--- src/rtl/dzhf_pkg.sv ---
// ----------------------------------------------------------------------------
// dzhf_pkg
// Types and constants of the z-buffer depth projection / hole-fill block.
// ----------------------------------------------------------------------------
package dzhf_pkg;

   typedef struct packed {
      logic               op;
      logic               point_valid;
      logic signed [23:0] lidar_x;
      logic signed [23:0] lidar_y;
      logic signed [23:0] lidar_z;
      logic signed [39:0] cam_x;
      logic signed [39:0] cam_y;
      logic signed [23:0] cam_z;
   } req_type;

   typedef struct packed {
      logic [22:0] depth;
      logic        was_measured;
      logic        was_filled;
      logic [8:0]  pixel_col;
      logic [8:0]  pixel_row;
      logic        last_pixel;
   } rsp_type;

   typedef struct packed {
      logic        meas;
      logic [22:0] depth;
   } cell_type;

   localparam int DEPTH_W = 23;
   localparam int ALU_W   = 50;
   localparam int CSR_AW  = 3;
   localparam int CSR_DW  = 32;

   localparam logic [CSR_AW-1:0] CSR_COLS = 3'd0;
   localparam logic [CSR_AW-1:0] CSR_ROWS = 3'd1;
   localparam logic [CSR_AW-1:0] CSR_MINR = 3'd2;
   localparam logic [CSR_AW-1:0] CSR_MINN = 3'd3;
   localparam logic [CSR_AW-1:0] CSR_TOL  = 3'd4;

   localparam logic [9:0]  RST_COLS = 10'd400;
   localparam logic [9:0]  RST_ROWS = 10'd324;
   localparam logic [31:0] RST_MINR = 32'd250000;
   localparam logic [3:0]  RST_MINN = 4'd3;
   localparam logic [22:0] RST_TOL  = 23'd300;

   localparam logic       OP_LOAD = 1'b0;
   localparam logic       OP_READ = 1'b1;

   typedef enum logic {ALU_SQUARE, ALU_CSUB} alu_op_type;

   typedef enum logic [1:0] {DIV_U, DIV_V, DIV_IDX} div_sel_type;

   typedef enum logic [3:0] {
      ST_CLEAR, ST_IDLE, ST_SQ, ST_RCHK, ST_DIV, ST_DIVEND, ST_LRD, ST_LWR,
      ST_RSTART, ST_CRD, ST_CCHK, ST_NRD, ST_NACC, ST_FDEC, ST_OUT
   } state_type;

endpackage

--- src/rtl/dzhf_alu.sv ---
// ----------------------------------------------------------------------------
// dzhf_alu
// Shared arithmetic unit: squarer for the range test, compare-subtract for
// the restoring divider.
// ----------------------------------------------------------------------------
module dzhf_alu import dzhf_pkg::*; (
   input  alu_op_type         op,
   input  logic signed [23:0] sq_in,
   input  logic [ALU_W-1:0]   a,
   input  logic [ALU_W-1:0]   b,
   output logic [ALU_W-1:0]   result,
   output logic               ge
);

   logic signed [47:0] prod;
   logic [ALU_W-1:0]   diff;

   assign prod = sq_in * sq_in;
   assign diff = a - b;
   assign ge   = (a >= b);

   always_comb begin
      case (op)
         ALU_SQUARE: result = ALU_W'(unsigned'(prod));
         ALU_CSUB:   result = diff;
         default:    result = diff;
      endcase
   end

endmodule

--- config.mk ---
export PLATFORM = sky130hd
export DESIGN_NAME = dzhf_alu
export DESIGN_NICKNAME = d
export VERILOG_FILES = /design/src/rtl/dzhf_pkg.sv /design/src/rtl/dzhf_alu.sv
export SDC_FILE = /design/constraint.sdc
export NUM_CORES = 2
export LEC_CHECK = 0
export BUFFER_PORTS_ARGS = -buffer_cell sky130_fd_sc_hd__buf_2
export CAP_MARGIN = 5
export CORE_AREA = 2 2 238 170
export DETAILED_ROUTE_END_ITERATION = 16
export DIE_AREA = 0 0 240 172
export PLACE_DENSITY = 0.81
export SETUP_SLACK_MARGIN = 0.5
export SLEW_MARGIN = 20
export SYNTH_ARGS = -nofsm -noshare
export SYNTH_HDL_FRONTEND = slang
export SYNTH_SLANG_ARGS = --single-unit
--- constraint.sdc ---
create_clock -name vclk -period 7.13
set_clock_uncertainty 0.1 [all_clocks]
set_input_delay 0.3565 -clock vclk [all_inputs]
set_output_delay 0.3565 -clock vclk [all_outputs]
set_load 0.02 [all_outputs]
# Word level (Yosys, flattened, before mapping)
# Index checks and enable logic that the tools add are counted.
# W data, S select, Z words.
# word_totals
register_bits	0
wordCells	5
input_bits	125
output_inout_bits	51
# classes
n_mul	1
n_bitwise	1
muxes	1
magnitude_cmp	1
add_sub_neg	1
# op_table
operator	count
$pmux W50 S2	1
$ge A50 B50 Y1	1
$sub A50 B50 Y50	1
$mul A24 B24 Y48	1
$not A1 Y1	1

# Longest topological paths before layout
# logic_depth
ltp_word	2
ltp_mapped	29
mapped_depth_nobuf	26

# Worst setup path before layout
# No wires, ideal clock.
# synth_path
path_kind	in2out
from	in sq_in[0]
to	out result[47]
n_path_buf	2
required_time_ps	6673
path_stages	24
setup_slack_ps	-542
arrival_ps	7215
path_cell_list	clkbuf_1 > nand2_1 > inv_1 > fa_1 > fa_1 > inv_1 > fa_1 > inv_1 > fa_1 > fa_1 > fa_1 > fa_1 > ha_1 > clkbuf_1 > a21o_1 > a21o_1 > a21oi_1 > nor2b_1 > o21a_1 > o41ai_1 > nand2_1 > a41o_1 > xnor2_1 > o21ai_0
# synth_between
elab_chain_len	2
# synth_lines
element	line	rtl
start, declared	dzhf_alu.sv:8	input logic signed [23:0] sq_in,
$mul A24 B24 Y48	dzhf_alu.sv:18	assign prod = sq_in * sq_in;
$pmux W50 S2	dzhf_alu.sv:23	case (op)
end, declared	dzhf_alu.sv:11	output logic [ALU_W-1:0] result,
# Every way passes these cells.

# Final worst setup path
# layout_path
from	in sq_in[17]
to	out result[43]
# The elaborated chain is that of the path after synthesis.

==> results.cfg <==
[routing]
drtAntennaViolNets = 0
vias = 21300
dr.first_iter.drc_count = 2144
routedWlPerCell_um = 21.9
first_pass_iters = 8
routed_wl_mm = 80.1
vias_per_cell = 5.82
drcViolationCount = 0

[floorplan]
initial_core_util_pct = 58.3
die-width_um = 240
boundaryPins = 176
die_h_um = 172
core-area_um2 = 39100
rows = 61
die_area_um2 = 41300

[worst_setup_path]
startpoint_type = primary input
worstSetupStartpoint = sq_in[17]
crit_required_ns = 6.67
crit_fanout = 6
critPathArrivalTime_ns = 7.76
crit_type = primary input to output port
end_kind = output port

[finish]
drive_gt1_share_pct = 29.5
clkbuf_count = 0
multi_input_area_um2 = 21000
syn_to_final_growth_pct = 28.8
seq_area_um2 = 0
stdcell_count = 3655
n_fill_cell = 2496
flops_and_latches = 0
nets = 3999

[status]
violations = setup timing
status = finished, violations left

[synth]
ys_seq_area_share_pct = 0
syn_area_per_cell_um2 = 8.76
ys_types = 77
synthCells = 2600
synth_fp_nets = 3479
yosysWarnings = 0
synthesis.area_um2 = 22800

[sta]
relSlewSlack_pct = 26.2
finalMaxSlewViolations = 0
fin_crit_sh_pct = 115
setup_violations = 26
fmax_ghz = 0.122
tightestPinTransition_ns = 1.11
fin_ws_ns = -1.08
rsz0062_at_grt = yes
final.min_clock_period_ns = 8.21
hold_violations = 0

[grt]
grt_usage_pct = 36.2
grt_max_degree = 97
grt-ovfl-total = 0
antenna_found_initial = 4
grt_pass1_wl_mm = 116
grt_pass1_vias = 22600

[place]
port_buffers = 176
gp_congestion = 1.02
post-place-ws_ns = -0.726
dp.cells = 3572
hpwl_mm = 58.0

[worst_hold_path]
hp-start = b[0]
hp-class = primary input to output port
hold_depth = 4
whs_endpoint = result[0]

[clock_network]
hold_buffers = 0

[flow_run]
cap_violations = 0
==> critical path: stages <==
cell and delay, ns:
buf_12 0.10, buf_6 0.14, buf_4 0.13, nand2_1 0.06
fa_1 0.48, inv_1 0.08, fa_1 0.51, inv_1 0.06
fa_1 0.48, fa_1 0.55, inv_1 0.07, fa_1 0.50
fa_1 0.74, inv_1 0.28, fa_1 0.75, inv_1 0.14
ha_4 0.19, a21o_1 0.20, a21o_1 0.19, a21o_2 0.22
and3_4 0.18, a31oi_4 0.21, nand3_2 0.11, and2_4 0.18
a32oi_2 0.19, mux2i_1 0.28, o211ai_2 0.15, buf_6 0.20
==> worst max-delay path by stage <==
stage / to / slack (ns) / cells past startpoint
global placement: result[43] / -0.55 / 23
finish: result[43] / -1.08 / 28
global route: result[43] / -1.07 / 28
detailed placement: result[43] / -0.73 / 25
floorplan: result[47] / 0.24 / 27
CTS: result[43] / -0.25 / 27
==> placed cells by master (no fill, tap or decap), types with 49 or more instances in the layout <==
| cell type | instances |
|---|---|
| fa_1 | 520 |
| a21o_1 | 58 |
| ha_1 | 170 |
| inv_1 | 663 |
| a21oi_1 | 81 |
| buf_6 | 64 |
| buf_2 | 125 |
| and2_1 | 76 |
| nand2_1 | 228 |
| buf_4 | 368 |
| o21ai_0 | 49 |
| xnor2_1 | 61 |
| nor2_1 | 71 |
| inv_2 | 55 |
==> per-layer routing <==
metal	vias up	track usage, %	routed length (µm)
met5	-	0	24
met4	4	15.7	5430
met3	516	8.24	9350
met2	1444	61.1	37000
met1	10500	44.9	28200
li1	8868	-	-
==> per-stage QoR <==
step	TNS, ns	utilization [%]	instance area [µm²]	hold slack, ns
CTS	-1.76	73.0	28500	1.05
detailed placement	-11.26	68.9	26900	1.05
finish	-19.48	75.0	29300	1.04
global placement	-7.76	68.9	26900	1.03
floorplan	0	-	23500	0.755
global route	-19.85	75.0	29300	1.05
==> cells by family (layout without fill, tap and decap cells) <==
| kind of cell | after synthesis | in the layout | share of synthesized area (%) |
|---|---|---|---|
| buffers and inverters | 805 | 1323 | 13.6 |
| AO/OA/AOI/OAI | 348 | 348 | 10.1 |
| other | 0 | 2 | 0 |
| multiplexers | 16 | 16 | 0.731 |
| AND/OR/NAND/NOR | 575 | 575 | 11.9 |
| XOR/XNOR | 102 | 102 | 3.92 |
| adder cells (fa/ha/maj) | 754 | 754 | 59.7 |
==> timing repair <==
| item | in CTS | in global routing |
|---|---|---|
| gates resized for setup | 293 | 156 |
| gates cloned | 1 | 1 |
| buffers inserted | 51 | 28 |
| pin swaps | 116 | 107 |
| setup endpoints to repair | 35 | 33 |
==> area by class of cell <==
class	instances	share of cell area (%)
well taps	535	2.28
diodes	2	0.0171
inverters	724	9.33
repair buffers	599	16.7
multi-input cells	1795	71.6
==> cells in the mapped netlist, drive strengths merged (3+ instances only) <==
cell type | number | area [µm²]
a221oi | 3 | 32.5
a21o | 60 | 453
o31ai | 6 | 45.0
and3 | 13 | 81.3
nand2 | 268 | 1010
nand3 | 24 | 120
nand4 | 10 | 62.6
o21ai | 76 | 388
o41ai | 4 | 42.6
mux2i | 11 | 110
a41oi | 8 | 85.1
a31o | 5 | 43.8
clkbuf | 74 | 309
a311oi | 4 | 41.3
o21bai | 13 | 101
nand2b | 18 | 113
a211o | 4 | 35.0
a41o | 5 | 50.1
nor3 | 15 | 80.1
nor3b | 3 | 22.5
a2111oi | 3 | 26.3
ha | 198 | 2480
a211oi | 8 | 60.1
a21oi | 110 | 554
nor4 | 5 | 31.3
nor2b | 25 | 156
nor2 | 79 | 304
xnor2 | 67 | 587
mux2 | 5 | 56.3
and2 | 104 | 654
or2 | 3 | 18.8
a221o | 3 | 30.0
fa | 556 | 11100
xor2 | 35 | 307
a31oi | 11 | 83.8
inv | 724 | 2720
buf | 5 | 41.3
o211ai | 7 | 57.6
o21a | 5 | 37.5
Power is not shown: default switching activity piles up to over one toggle a cycle in this logic, so the estimate is an artifact.
